[config.mk]
export PLATFORM = sky130hd
export DESIGN_NAME = rc_start_toggle_with_link_timeout
export DESIGN_NICKNAME = d
export VERILOG_FILES = /design/src/hdl/rcst_pkg.sv /design/src/hdl/rcst_core.sv /design/src/hdl/rc_start_toggle_with_link_timeout.sv
export SDC_FILE = /design/constraint.sdc
export NUM_CORES = 1
export LEC_CHECK = 0
export ABC_AREA = 0
export BUFFER_PORTS_ARGS = -buffer_cell sky130_fd_sc_hd__buf_2
export CORE_ASPECT_RATIO = 1.1
export CORE_MARGIN = 2
export CORE_UTILIZATION = 45
export DETAILED_ROUTE_END_ITERATION = 12
export PLACE_DENSITY = 0.73
export SLEW_MARGIN = 20
export SYNTH_ARGS = -nofsm -noshare
export SYNTH_HDL_FRONTEND = slang
export SYNTH_SLANG_ARGS = --single-unit
[constraint.sdc]
create_clock -name clk -period 6.57 [get_ports clk]
set_input_delay 0.657 -clock clk [delete_from_list [all_inputs] [get_ports clk]]
set_output_delay 0.657 -clock clk [all_outputs]
set_load 0.01 [all_outputs]
[src/hdl/rcst_pkg.sv]
// Shared types and constants for the remote start toggle with link timeout.
`default_nettype none

package rcst_pkg;

	localparam int CHANNEL_BITS = 11;
	localparam int TIME_BITS    = 32;
	localparam int TIMEOUT_BITS = 16;
	localparam int CFG_IDX_BITS = 3;
	localparam int CFG_DATA_BITS = TIMEOUT_BITS;

	localparam logic [CHANNEL_BITS-1:0] CENTER_RST  = CHANNEL_BITS'(1024);
	localparam logic [CHANNEL_BITS-1:0] PRESS_RST   = CHANNEL_BITS'(180);
	localparam logic [CHANNEL_BITS-1:0] RELEASE_RST = CHANNEL_BITS'(100);
	localparam logic [TIMEOUT_BITS-1:0] TIMEOUT_RST = TIMEOUT_BITS'(120);

	typedef enum logic [CFG_IDX_BITS-1:0] {
		CFG_CENTER  = 3'd0,
		CFG_PRESS   = 3'd1,
		CFG_RELEASE = 3'd2,
		CFG_TIMEOUT = 3'd3
	} cfg_idx_t;

	typedef struct packed {
		logic                    kind;
		logic [CHANNEL_BITS-1:0] channel_value;
		logic                    receiver_ok;
		logic [TIME_BITS-1:0]    now_ms;
	} in_item_t;

	typedef struct packed {
		logic                    connected;
		logic                    start_enabled;
		logic [CHANNEL_BITS-1:0] held_channel;
	} out_item_t;

	typedef struct packed {
		logic [CHANNEL_BITS-1:0] center_value;
		logic [CHANNEL_BITS-1:0] press_threshold;
		logic [CHANNEL_BITS-1:0] release_threshold;
		logic [TIMEOUT_BITS-1:0] link_timeout_ms;
	} cfg_t;

endpackage

`default_nettype wire

[src/hdl/rcst_core.sv]
// Link state, stored frame and press hysteresis; updates once per stepped item.
`default_nettype none

module rcst_core (
	input  wire logic              clk,
	input  wire logic              arst_n,
	input  wire logic              step,
	input  wire rcst_pkg::in_item_t item,
	input  wire rcst_pkg::cfg_t    cfg,
	output rcst_pkg::out_item_t    result
);
	import rcst_pkg::*;

	logic [CHANNEL_BITS-1:0] channel_q;
	logic [TIME_BITS-1:0]    last_time_q;
	logic                    alive_q;
	logic                    request_q;
	logic                    latched_q;

	logic [CHANNEL_BITS-1:0] ch_d;
	logic [TIME_BITS-1:0]    time_d;
	logic [TIME_BITS-1:0]    elapsed;
	logic                    alive_pre;
	logic                    alive_d;
	logic [CHANNEL_BITS-1:0] dev;
	logic                    request_d;
	logic                    latched_d;

	always_comb begin
		ch_d      = item.kind ? item.channel_value : channel_q;
		time_d    = item.kind ? item.now_ms : last_time_q;
		alive_pre = item.kind ? item.receiver_ok : alive_q;
		// wrapping difference; an earlier timestamp reads as a long gap
		elapsed   = item.now_ms - time_d;
		alive_d   = alive_pre &&
			!(elapsed > {{(TIME_BITS-TIMEOUT_BITS){1'b0}}, cfg.link_timeout_ms});
		dev = (ch_d >= cfg.center_value) ? (ch_d - cfg.center_value)
			: (cfg.center_value - ch_d);

		request_d = request_q;
		latched_d = latched_q;
		if (!alive_d) begin
			request_d = 1'b0;
			latched_d = 1'b0;
		end else if (latched_q) begin
			if (dev < cfg.release_threshold)
				latched_d = 1'b0;
		end else if (dev > cfg.press_threshold) begin
			latched_d = 1'b1;
			request_d = !request_q;
		end

		result.connected     = alive_d;
		result.start_enabled = request_d;
		result.held_channel  = ch_d;
	end

	always_ff @(posedge clk or negedge arst_n) begin
		if (!arst_n) begin
			channel_q   <= CENTER_RST;
			last_time_q <= '0;
			alive_q     <= 1'b0;
			request_q   <= 1'b0;
			latched_q   <= 1'b0;
		end else if (step) begin
			channel_q   <= ch_d;
			last_time_q <= time_d;
			alive_q     <= alive_d;
			request_q   <= request_d;
			latched_q   <= latched_d;
		end
	end

endmodule

`default_nettype wire

[src/hdl/rc_start_toggle_with_link_timeout.sv]
// Remote start toggle with link failsafe timeout: top level.
//
// Input channel (in_valid/in_ready/in_data): one transaction per service call,
// carrying a frame flag, channel value, receiver-ok bit and a ms timestamp.
// Output channel (out_valid/out_ready/out_data): one transaction per input,
// giving link state, start permission and the held channel value, in order.
// Config port (cfg_we/cfg_index/cfg_data): single-cycle writes, no read-back;
// indexes past the timeout register are ignored. Write only while idle.
// Each input is held in the input register, loaded at the accepting edge, and
// its result in the result register, loaded when the state update steps.
// Throughput: one transaction per cycle while the receiver does not stall, set
// by the combinational state update between the two registers.
// Receiver stall: the result register holds, the input register fills, and
// in_ready drops only when both are occupied.
// Reset: config returns to center 1024, press 180, release 100, timeout 120;
// link down, start request and press latch cleared, held channel at center.
`default_nettype none

module rc_start_toggle_with_link_timeout (
	input  wire logic                               clk,
	input  wire logic                               arst_n,
	input  wire logic                               in_valid,
	output logic                                    in_ready,
	input  wire rcst_pkg::in_item_t                 in_data,
	output logic                                    out_valid,
	input  wire logic                               out_ready,
	output rcst_pkg::out_item_t                     out_data,
	input  wire logic                               cfg_we,
	input  wire logic [rcst_pkg::CFG_IDX_BITS-1:0]  cfg_index,
	input  wire logic [rcst_pkg::CFG_DATA_BITS-1:0] cfg_data
);
	import rcst_pkg::*;

	cfg_t      cfg_q;
	logic      valid_s1;
	in_item_t  item_s1;
	logic      out_valid_q;
	out_item_t out_q;
	out_item_t result;
	logic      advance;
	logic      step;

	assign advance   = !out_valid_q || out_ready;
	assign step      = valid_s1 && advance;
	assign in_ready  = !valid_s1 || advance;
	assign out_valid = out_valid_q;
	assign out_data  = out_q;

	always_ff @(posedge clk or negedge arst_n) begin
		if (!arst_n) begin
			cfg_q.center_value      <= CENTER_RST;
			cfg_q.press_threshold   <= PRESS_RST;
			cfg_q.release_threshold <= RELEASE_RST;
			cfg_q.link_timeout_ms   <= TIMEOUT_RST;
		end else if (cfg_we) begin
			unique case (cfg_index)
				CFG_CENTER:  cfg_q.center_value      <= cfg_data[CHANNEL_BITS-1:0];
				CFG_PRESS:   cfg_q.press_threshold   <= cfg_data[CHANNEL_BITS-1:0];
				CFG_RELEASE: cfg_q.release_threshold <= cfg_data[CHANNEL_BITS-1:0];
				CFG_TIMEOUT: cfg_q.link_timeout_ms   <= cfg_data[TIMEOUT_BITS-1:0];
				default: ;
			endcase
		end
	end

	always_ff @(posedge clk or negedge arst_n) begin
		if (!arst_n) begin
			valid_s1    <= 1'b0;
			out_valid_q <= 1'b0;
		end else begin
			if (in_ready)
				valid_s1 <= in_valid;
			if (advance)
				out_valid_q <= valid_s1;
		end
	end

	always_ff @(posedge clk) begin
		if (in_valid && in_ready)
			item_s1 <= in_data;
		if (step)
			out_q <= result;
	end

	rcst_core u_core (
		.clk    (clk),
		.arst_n (arst_n),
		.step   (step),
		.item   (item_s1),
		.cfg    (cfg_q),
		.result (result)
	);

	a_start_needs_link: assert property (@(posedge clk) disable iff (!arst_n)
		out_valid_q |-> (!out_q.start_enabled || out_q.connected))
		else $error("start enabled while link is down");

	a_bad_frame_drops_link: assert property (@(posedge clk) disable iff (!arst_n)
		(step && item_s1.kind && !item_s1.receiver_ok) |=> !out_q.connected)
		else $error("frame without receiver ok left link up");

	a_frame_holds_channel: assert property (@(posedge clk) disable iff (!arst_n)
		(step && item_s1.kind) |=> (out_q.held_channel == $past(item_s1.channel_value)))
		else $error("held channel does not match last frame");

	a_s1_holds_on_stall: assert property (@(posedge clk) disable iff (!arst_n)
		(valid_s1 && !advance) |=> (valid_s1 && $stable(item_s1)))
		else $error("input register lost an item during stall");

endmodule

`default_nettype wire

==> impl_metrics.py, run 1 <==
metrics = {
    "outcome": {
        "run_status": "complete, no violations",
    },
    "pwr": {
        "switching_share": 0.378,
        "ir_worst_vdd_mv": 0.190,
        "switchingPower_mw": 1.45,
        "cellLeakagePower_nw": 4.88,
        "report.power.total_mw": 3.83,
        "internal_power_mw": 2.38,
        "share_clk_of_total_power": 0.252,
        "pwr-share-comb": 0.421,
        "power-per-cell-area_nw_per_um2": 349,
        "power.share.sequential": 0.327,
    },
    "sta": {
        "clock_skew_ns": 0.00796,
        "fmax_mhz": 190,
        "final-max-slew-violation-count": 0,
        "min_period_ns": 5.26,
        "layout_setup_ws_ns": 1.31,
        "fin_hold_ws_ns": 0.242,
        "final.period_utilization": 0.801,
        "tightest_slew_ns": 0.994,
        "total_of_endpoints_with_negative_setup_slack_in_the_final_report": 0,
        "number_of_failing_hold_endpoints_at_the_final_stage": 0,
        "max-slew-margin-rel": 0.334,
        "setup_repair_after_global_routing_missed_its_margin": "no",
        "total_negative_setup_slack_ns": 0,
    },
    "cts": {
        "cts.sinks": 155,
        "root_buffer": "sky130_fd_sc_hd__clkbuf_16",
        "clk_pin_slew_worst_paths_ns": 0.07,
        "clkLatencyLatePin_ns": 0.43,
        "cts_tree": "done",
        "cts.hold.buffers_added": 0,
        "number_of_levels_the_h_tree_was_split_into": 4,
        "cts.repair_timing.setup_buffer_count": 0,
        "cts_resized": 0,
        "cts_buffers": 17,
        "clock_tree.buffer_depth": 2,
    },
    "detailed_routing": {
        "via_per_inst": 5.48,
        "number_of_drc_markers_after_the_initial_detailed_route_iteration": 517,
        "drt.antenna.violating_nets": 0,
        "via_count": 7462,
        "finalWirelength_mm": 23.3,
        "wire_per_inst_microns": 17.1,
        "route.detailed.drc": 0,
        "detailedRoute.firstPassIterationCount": 5,
    },
    "worst_setup_path": {
        "critical-path-top-delay-family": "compound AO/OA/AOI/OAI gates",
        "worstPathMaxFanout": 24,
        "worst-path-buf-inv": 2,
        "crit_start": "item_s1[44]$_DFFE_PP_",
        "rrSetupSlack_ns": 1.31,
        "required_time_at_the_worst_slack_endpoint_ns": 6.92,
        "r2r-start": "item_s1[44]$_DFFE_PP_",
        "worst_ep_arrival_time_ns": 5.61,
        "worst_r2r_path_depth": 20,
        "worst-setup-path-type": "reg2reg",
        "critical_path.startpoint_type": "flip-flop",
        "critPathSlowestCell": "sky130_fd_sc_hd__buf_4",
        "cp_num_cells": 20,
        "worst_path_largest_cell_delay_ns": 0.43,
        "rr_endpoint": "u_core.request_q$_DFFE_PN0P_",
        "timing.critical_path.cells": "buf_4 > buf_4 > mux2i_1 > ha_1 > a211oi_1 > nor2_1 > o32ai_1 > a21oi_1 > xor2_1 > ha_1 > nand4_1 > nor4_1 > nand2_1 > nor3b_1 > a211oi_2 > nand3_1 > a2111oi_2 > and4_1 > a41oi_1 > mux2i_1",
        "critPathCaptureType": "flip-flop",
    },
    "finish": {
        "flow.area_growth_from_synthesis_pct": 13.0,
        "finalCoreUtilization": 0.516,
        "final_design_area_no_fill_sq_um": 11000,
        "antenna-diode-count": 0,
        "final_layout_size_suffix_gt1_frac": 0.164,
        "final_nets": 1221,
        "mostFrequentLayoutCells": "111 x sky130_fd_sc_hd__o21ai_0, 111 x sky130_fd_sc_hd__nand2_1, 91 x sky130_fd_sc_hd__ha_1",
        "post_layout_nonfiller_instances": 1361,
    },
    "die": {
        "die_height_microns": 158,
        "floorplan.core_area_sq_um": 21200,
        "effective_utilization_at_floorplan": 0.457,
        "io_pins": 84,
        "floorplan.die.width_microns": 144,
        "fp.dieArea_sq_um": 22700,
        "fp-row-count": 56,
    },
    "place": {
        "numPortBuffers": 83,
        "placed_cell_area_sq_um": 10400,
        "pre_cts_slack_ns": 1.33,
        "hpwl_mm": 17.6,
        "dp_cells": 1329,
        "gpl.final_weighted_congestion": 0.915,
    },
    "synth": {
        "postSynthNetCount": 1152,
        "synth.yosys.seq_area_share": 0.432,
        "synth_largest_area_cell": "sky130_fd_sc_hd__dfrtp_1",
        "syn_avg_cell_area_sq_um": 9.81,
        "ys_top_cells_by_area": "sky130_fd_sc_hd__dfrtp_1 22%, sky130_fd_sc_hd__edfxtp_1 18%, sky130_fd_sc_hd__ha_1 12%",
        "post_synth_instance_area_sq_um": 9700,
        "synth_largest_type_area_fraction": 0.217,
        "synth_enable_flop_cells": 58,
        "syn_inst": 989,
        "synth_async_sr_flop_share": 0.626,
        "synth_warnings": 0,
        "synth_seq_cells": 155,
        "yosysUniqueCellTypes": 63,
        "synthFlopType": "sky130_fd_sc_hd__dfrtp_1",
    },
    "grt": {
        "number_of_antenna_violations_at_the_first_check_in_global_routing": 0,
        "grt_pass1_wl_mm": 37.9,
        "overall_routing_resource_usage": 0.215,
        "first_global_vias": 7429,
        "global_route.overflow_total": 0,
        "grt_max_degree": 86,
    },
    "flow_run": {
        "timing.max_cap.violations": 0,
    },
    "worst_hold_path": {
        "worstHoldPathType": "in2async",
    },
}
[per-layer routing]
layer	global-route usage	up-vias	share of wire
li1	-	3677	-
met1	0.269	3557	0.44
met2	0.376	185	0.50
met3	0.0321	43	0.035
met4	0.0775	0	0.029
met5	0	-	0
[cells by family after synthesis]
family / count (synthesis) / synth area share
AOI/OAI and AO/OA: 266 / 0.165
muxes: 74 / 0.0797
and+or+nand+nor: 248 / 0.123
xor gates and xnor gates: 30 / 0.0271
adders and majority gates: 94 / 0.124
DFF: 155 / 0.432
buffers and inverters: 122 / 0.0492
[power by group through the flow]
stage | clock network [mW] | logic, mW | registers, mW
after global placement | 0 | 1.56 | 1.26
after CTS | 0.979 | 1.61 | 1.25
after detailed placement | 0 | 1.59 | 1.27
after global routing | 1.02 | 1.84 | 1.27
after floorplan | 0 | 1.20 | 1.25
final | 0.963 | 1.61 | 1.25
[final cells by class]
cell class | instances | area (sq um)
multi-input cells | 712 | 5060
fillers | 1928 | 10300
clock buffers | 18 | 429
repair buffers | 91 | 478
well taps | 290 | 363
flip-flops and latches | 155 | 4190
inverters | 81 | 304
clock inverters | 14 | 138
[Yosys cell counts (7+ instances only)]
| cell | n |
|---|---|
| sky130_fd_sc_hd__mux2i_1 | 48 |
| sky130_fd_sc_hd__xor2_1 | 9 |
| sky130_fd_sc_hd__nand3_1 | 10 |
| sky130_fd_sc_hd__o21ai_1 | 7 |
| sky130_fd_sc_hd__o211ai_1 | 12 |
| sky130_fd_sc_hd__nand2_1 | 112 |
| sky130_fd_sc_hd__o21a_1 | 11 |
| sky130_fd_sc_hd__nor2_1 | 40 |
| sky130_fd_sc_hd__inv_1 | 81 |
| sky130_fd_sc_hd__nor3_1 | 8 |
| sky130_fd_sc_hd__edfxtp_1 | 58 |
| sky130_fd_sc_hd__a21oi_1 | 58 |
| sky130_fd_sc_hd__o21ai_0 | 111 |
| sky130_fd_sc_hd__nor2b_1 | 10 |
| sky130_fd_sc_hd__nand4_1 | 17 |
| sky130_fd_sc_hd__xnor2_1 | 21 |
| sky130_fd_sc_hd__clkbuf_1 | 36 |
| sky130_fd_sc_hd__dfrtp_1 | 84 |
| sky130_fd_sc_hd__ha_1 | 91 |
| sky130_fd_sc_hd__a21o_1 | 15 |
| sky130_fd_sc_hd__a211oi_1 | 7 |
| sky130_fd_sc_hd__nand2b_1 | 11 |
| sky130_fd_sc_hd__dfstp_2 | 13 |
| sky130_fd_sc_hd__mux2_2 | 26 |
[state kept, by name, summed over array words and instances (netlist names)]
register / cells
cfg_q: 49
u_core.channel_q: 11
u_core.request_q: 1
out_valid: 1
u_core.alive_q: 1
valid_s1: 1
out_data: 13
item_s1: 45
u_core.latched_q: 1
u_core.last_time_q: 32
[worst register-to-register path: stages (launching register included)]
cell                        delay, ns
sky130_fd_sc_hd__edfxtp_1        0.34
sky130_fd_sc_hd__buf_4           0.38
sky130_fd_sc_hd__buf_4           0.43
sky130_fd_sc_hd__mux2i_1         0.29
sky130_fd_sc_hd__ha_1            0.34
sky130_fd_sc_hd__a211oi_1        0.31
sky130_fd_sc_hd__nor2_1          0.10
sky130_fd_sc_hd__o32ai_1         0.40
sky130_fd_sc_hd__a21oi_1         0.18
sky130_fd_sc_hd__xor2_1          0.18
sky130_fd_sc_hd__ha_1            0.32
sky130_fd_sc_hd__nand4_1         0.11
sky130_fd_sc_hd__nor4_1          0.35
sky130_fd_sc_hd__nand2_1         0.12
sky130_fd_sc_hd__nor3b_1         0.17
sky130_fd_sc_hd__a211oi_2        0.19
sky130_fd_sc_hd__nand3_1         0.14
sky130_fd_sc_hd__a2111oi_2       0.23
sky130_fd_sc_hd__and4_1          0.30
sky130_fd_sc_hd__a41oi_1         0.13
sky130_fd_sc_hd__mux2i_1         0.17
[worst max path at each step]
stage	end	slack, ns
after floorplan	u_core.latched_q$_DFFE_PN0P_	1.16
after global placement	u_core.request_q$_DFFE_PN0P_	1.46
after detailed placement	u_core.request_q$_DFFE_PN0P_	1.33
after CTS	u_core.request_q$_DFFE_PN0P_	1.30
after global routing	out_data[11]$_DFFE_PP_	0.75
final	u_core.request_q$_DFFE_PN0P_	1.31
(Power assumes the default switching activity.)
==> inputs of run 2 (changes only) <==
Clock period 6.57 ns to 5.01 ns, I/O delays scaled along.
==> run 2 against run 1 <==
  * Clock-buffer cell count unchanged
  * Via count up 2.9%
  * Worst hold slack got worse by 0.22 ns
  * Sequential share of layout area decreased by 1.2 points
  * Flip-flop and latch count unchanged
  * Total power increased by 37%
  * Cell count up 2.0%
  * Non-clock buffer count increased by 27
  * Clock skew up 0.0042 ns
  * Cell area up 3.3%
  * Clock power is 34% higher
  * Sequential power is 32% higher
  * Critical path type unchanged
  * Critical endpoint unchanged
==> impl_metrics.py, run 2 (synthesis results as in run 1) <==
metrics = {
    "worst_setup_path": {
        "critPathCaptureType": "flip-flop",
        "worst-path-buf-inv": 4,
        "crit_start": "item_s1[44]$_DFFE_PP_",
        "worstPathMaxFanout": 22,
        "timing.critical_path.cells": "buf_4 > buf_12 > mux2_2 > ha_1 > nand4_1 > nor2_1 > a41oi_1 > nand3b_1 > o21ai_4 > buf_6 > mux2_2 > o21ai_0 > a21oi_1 > xnor2_2 > ha_1 > nand4_1 > nor2_1 > nand4_1 > o211ai_1 > a21oi_1 > buf_4 > nand2_1 > nand4b_1 > mux2i_1",
        "worst_r2r_path_depth": 24,
        "cpMostUsedCell": "sky130_fd_sc_hd__nand4_1",
        "critical_path.startpoint_type": "flip-flop",
        "critical-path-top-delay-family": "compound AO/OA/AOI/OAI gates",
        "required_time_at_the_worst_slack_endpoint_ns": 5.37,
        "cp_num_cells": 24,
        "critPathSlowestCell": "sky130_fd_sc_hd__edfxtp_1",
        "r2r-start": "item_s1[44]$_DFFE_PP_",
        "worst-setup-path-type": "reg2reg",
        "worst_path_largest_cell_delay_ns": 0.43,
        "worst_ep_arrival_time_ns": 5.11,
    },
    "worst_hold_path": {
        "worstHoldPathType": "in2async",
    },
    "pwr": {
        "report.power.total_mw": 5.23,
        "ir_worst_vdd_mv": 0.250,
        "cellLeakagePower_nw": 5.03,
        "power-per-cell-area_nw_per_um2": 462,
    },
    "die": {
        "io_pins": 84,
        "floorplan.die.width_microns": 144,
        "effective_utilization_at_floorplan": 0.457,
        "die_height_microns": 158,
        "fp.dieArea_sq_um": 22700,
        "floorplan.core_area_sq_um": 21200,
        "fp-row-count": 56,
    },
    "finish": {
        "antenna-diode-count": 0,
        "post_layout_nonfiller_instances": 1388,
        "final_layout_size_suffix_gt1_frac": 0.202,
        "registers.top_by_ff_count": "cfg_q",
        "most_common_cell_after_layout_fill_and_taps_aside": "sky130_fd_sc_hd__nand2_1",
        "largestRegisters": "cfg_q (49), item_s1 (45), u_core.last_time_q (32)",
        "final_design_area_no_fill_sq_um": 11300,
        "final_nets": 1248,
        "mostFrequentLayoutCells": "111 x sky130_fd_sc_hd__nand2_1, 109 x sky130_fd_sc_hd__o21ai_0, 87 x sky130_fd_sc_hd__ha_1",
        "largest_register_ff_count": 49,
        "flow.area_growth_from_synthesis_pct": 16.7,
    },
    "cts": {
        "root_buffer": "sky130_fd_sc_hd__clkbuf_16",
        "cts.sinks": 155,
        "number_of_levels_the_h_tree_was_split_into": 4,
        "cts_tree": "done",
        "cts.hold.buffers_added": 0,
        "clk_pin_slew_worst_paths_ns": 0.07,
        "cts_buffers": 17,
        "clkLatencyLatePin_ns": 0.44,
        "clock_tree.buffer_depth": 2,
    },
    "detailed_routing": {
        "drt.antenna.violating_nets": 0,
        "wire_per_inst_microns": 17.2,
        "number_of_drc_markers_after_the_initial_detailed_route_iteration": 517,
        "detailedRoute.firstPassIterationCount": 5,
        "finalWirelength_mm": 23.9,
        "route.detailed.drc": 0,
        "via_count": 7677,
        "via_per_inst": 5.53,
    },
    "grt": {
        "global_route.overflow_total": 0,
        "groute.layer.met1.usage": 0.273,
        "grt_max_degree": 86,
        "grt.met2_usage": 0.365,
        "first_global_vias": 7506,
        "number_of_antenna_violations_at_the_first_check_in_global_routing": 0,
        "overall_routing_resource_usage": 0.217,
        "global_route.usage.met3": 0.0345,
        "gr-max-usage-layer": "met2",
        "grt_pass1_wl_mm": 38.2,
    },
    "place": {
        "numPortBuffers": 83,
        "placed_cell_area_sq_um": 10500,
        "pre_cts_slack_ns": 0.165,
        "hpwl_mm": 17.8,
        "gpl.final_weighted_congestion": 0.939,
        "dp_cells": 1345,
    },
    "sta": {
        "tightest_slew_ns": 0.934,
        "fmax_mhz": 211,
        "final-max-slew-violation-count": 0,
        "max-slew-margin-rel": 0.374,
        "final.period_utilization": 0.948,
        "number_of_failing_hold_endpoints_at_the_final_stage": 0,
        "min_period_ns": 4.75,
        "total_of_endpoints_with_negative_setup_slack_in_the_final_report": 0,
        "layout_setup_ws_ns": 0.261,
        "clock_skew_ns": 0.0121,
    },
    "outcome": {
        "run_status": "complete, no violations",
    },
    "flow_run": {
        "timing.max_cap.violations": 0,
    },
}
[run 2: per-stage QoR]
step                      TNS, ns  utilization  hold WS [ns]
after floorplan                 0            -         0.205
after global placement          0        0.495         0.462
after detailed placement        0        0.495         0.470
after CTS                       0        0.522        0.0399
after global routing       -0.138        0.533        0.0541
final                           0        0.533        0.0249
[run 2: where the power goes]
group	internal, mW	switching, mW	total [mW]
combinational	0.988	1.30	2.29
sequential	1.55	0.103	1.65
clock	0.704	0.586	1.29
[run 2: cell type report]
cell class	instances	area, sq um
fill	1869	9920
multi-input combinational	712	5170
sequential	155	4190
timing repair buffer	118	717
clock buffer	18	429
tap	290	363
inverter	81	304
clock inverter	14	149
[run 2: worst paths after layout]
path	to	slack [ns]
min in group clk	item_s1[34]$_DFFE_PP_	0.23
setup reg to reg	u_core.request_q$_DFFE_PN0P_	0.26
hold / removal	u_core.last_time_q[21]$_DFFE_PN0P_	0.02
hold reg to reg	u_core.last_time_q[19]$_DFFE_PN0P_	0.48
max in group asynchronous	cfg_q[24]$_DFFE_PN0P_	3.77
setup / recovery	u_core.request_q$_DFFE_PN0P_	0.26
[run 2: layer usage]
| layer | wire length, microns | part of all wire | vias up |
|---|---|---|---|
| met2 | 11500 | 0.48 | 211 |
| met4 | 973 | 0.041 | 0 |
| met5 | 0 | 0 | - |
| li1 | - | - | 3739 |
| met1 | 10400 | 0.43 | 3665 |
| met3 | 979 | 0.041 | 62 |
[run 2: repair_timing]
item,CTS,global route
setup endpoints to repair,0,5
hold endpoints to repair,0,0
buffers inserted,0,11
resized for setup,0,32
[run 2: worst register-to-register path: stages, from the launching register on]
cell and delay [ns]:
sky130_fd_sc_hd__edfxtp_1 0.43, sky130_fd_sc_hd__buf_4 0.15, sky130_fd_sc_hd__buf_12 0.18, sky130_fd_sc_hd__mux2_2 0.41
sky130_fd_sc_hd__ha_1 0.35, sky130_fd_sc_hd__nand4_1 0.11, sky130_fd_sc_hd__nor2_1 0.05, sky130_fd_sc_hd__a41oi_1 0.25
sky130_fd_sc_hd__nand3b_1 0.17, sky130_fd_sc_hd__o21ai_4 0.24, sky130_fd_sc_hd__buf_6 0.16, sky130_fd_sc_hd__mux2_2 0.35
sky130_fd_sc_hd__o21ai_0 0.17, sky130_fd_sc_hd__a21oi_1 0.09, sky130_fd_sc_hd__xnor2_2 0.21, sky130_fd_sc_hd__ha_1 0.29
sky130_fd_sc_hd__nand4_1 0.10, sky130_fd_sc_hd__nor2_1 0.06, sky130_fd_sc_hd__nand4_1 0.08, sky130_fd_sc_hd__o211ai_1 0.10
sky130_fd_sc_hd__a21oi_1 0.14, sky130_fd_sc_hd__buf_4 0.16, sky130_fd_sc_hd__nand2_1 0.05, sky130_fd_sc_hd__nand4b_1 0.22
sky130_fd_sc_hd__mux2i_1 0.14
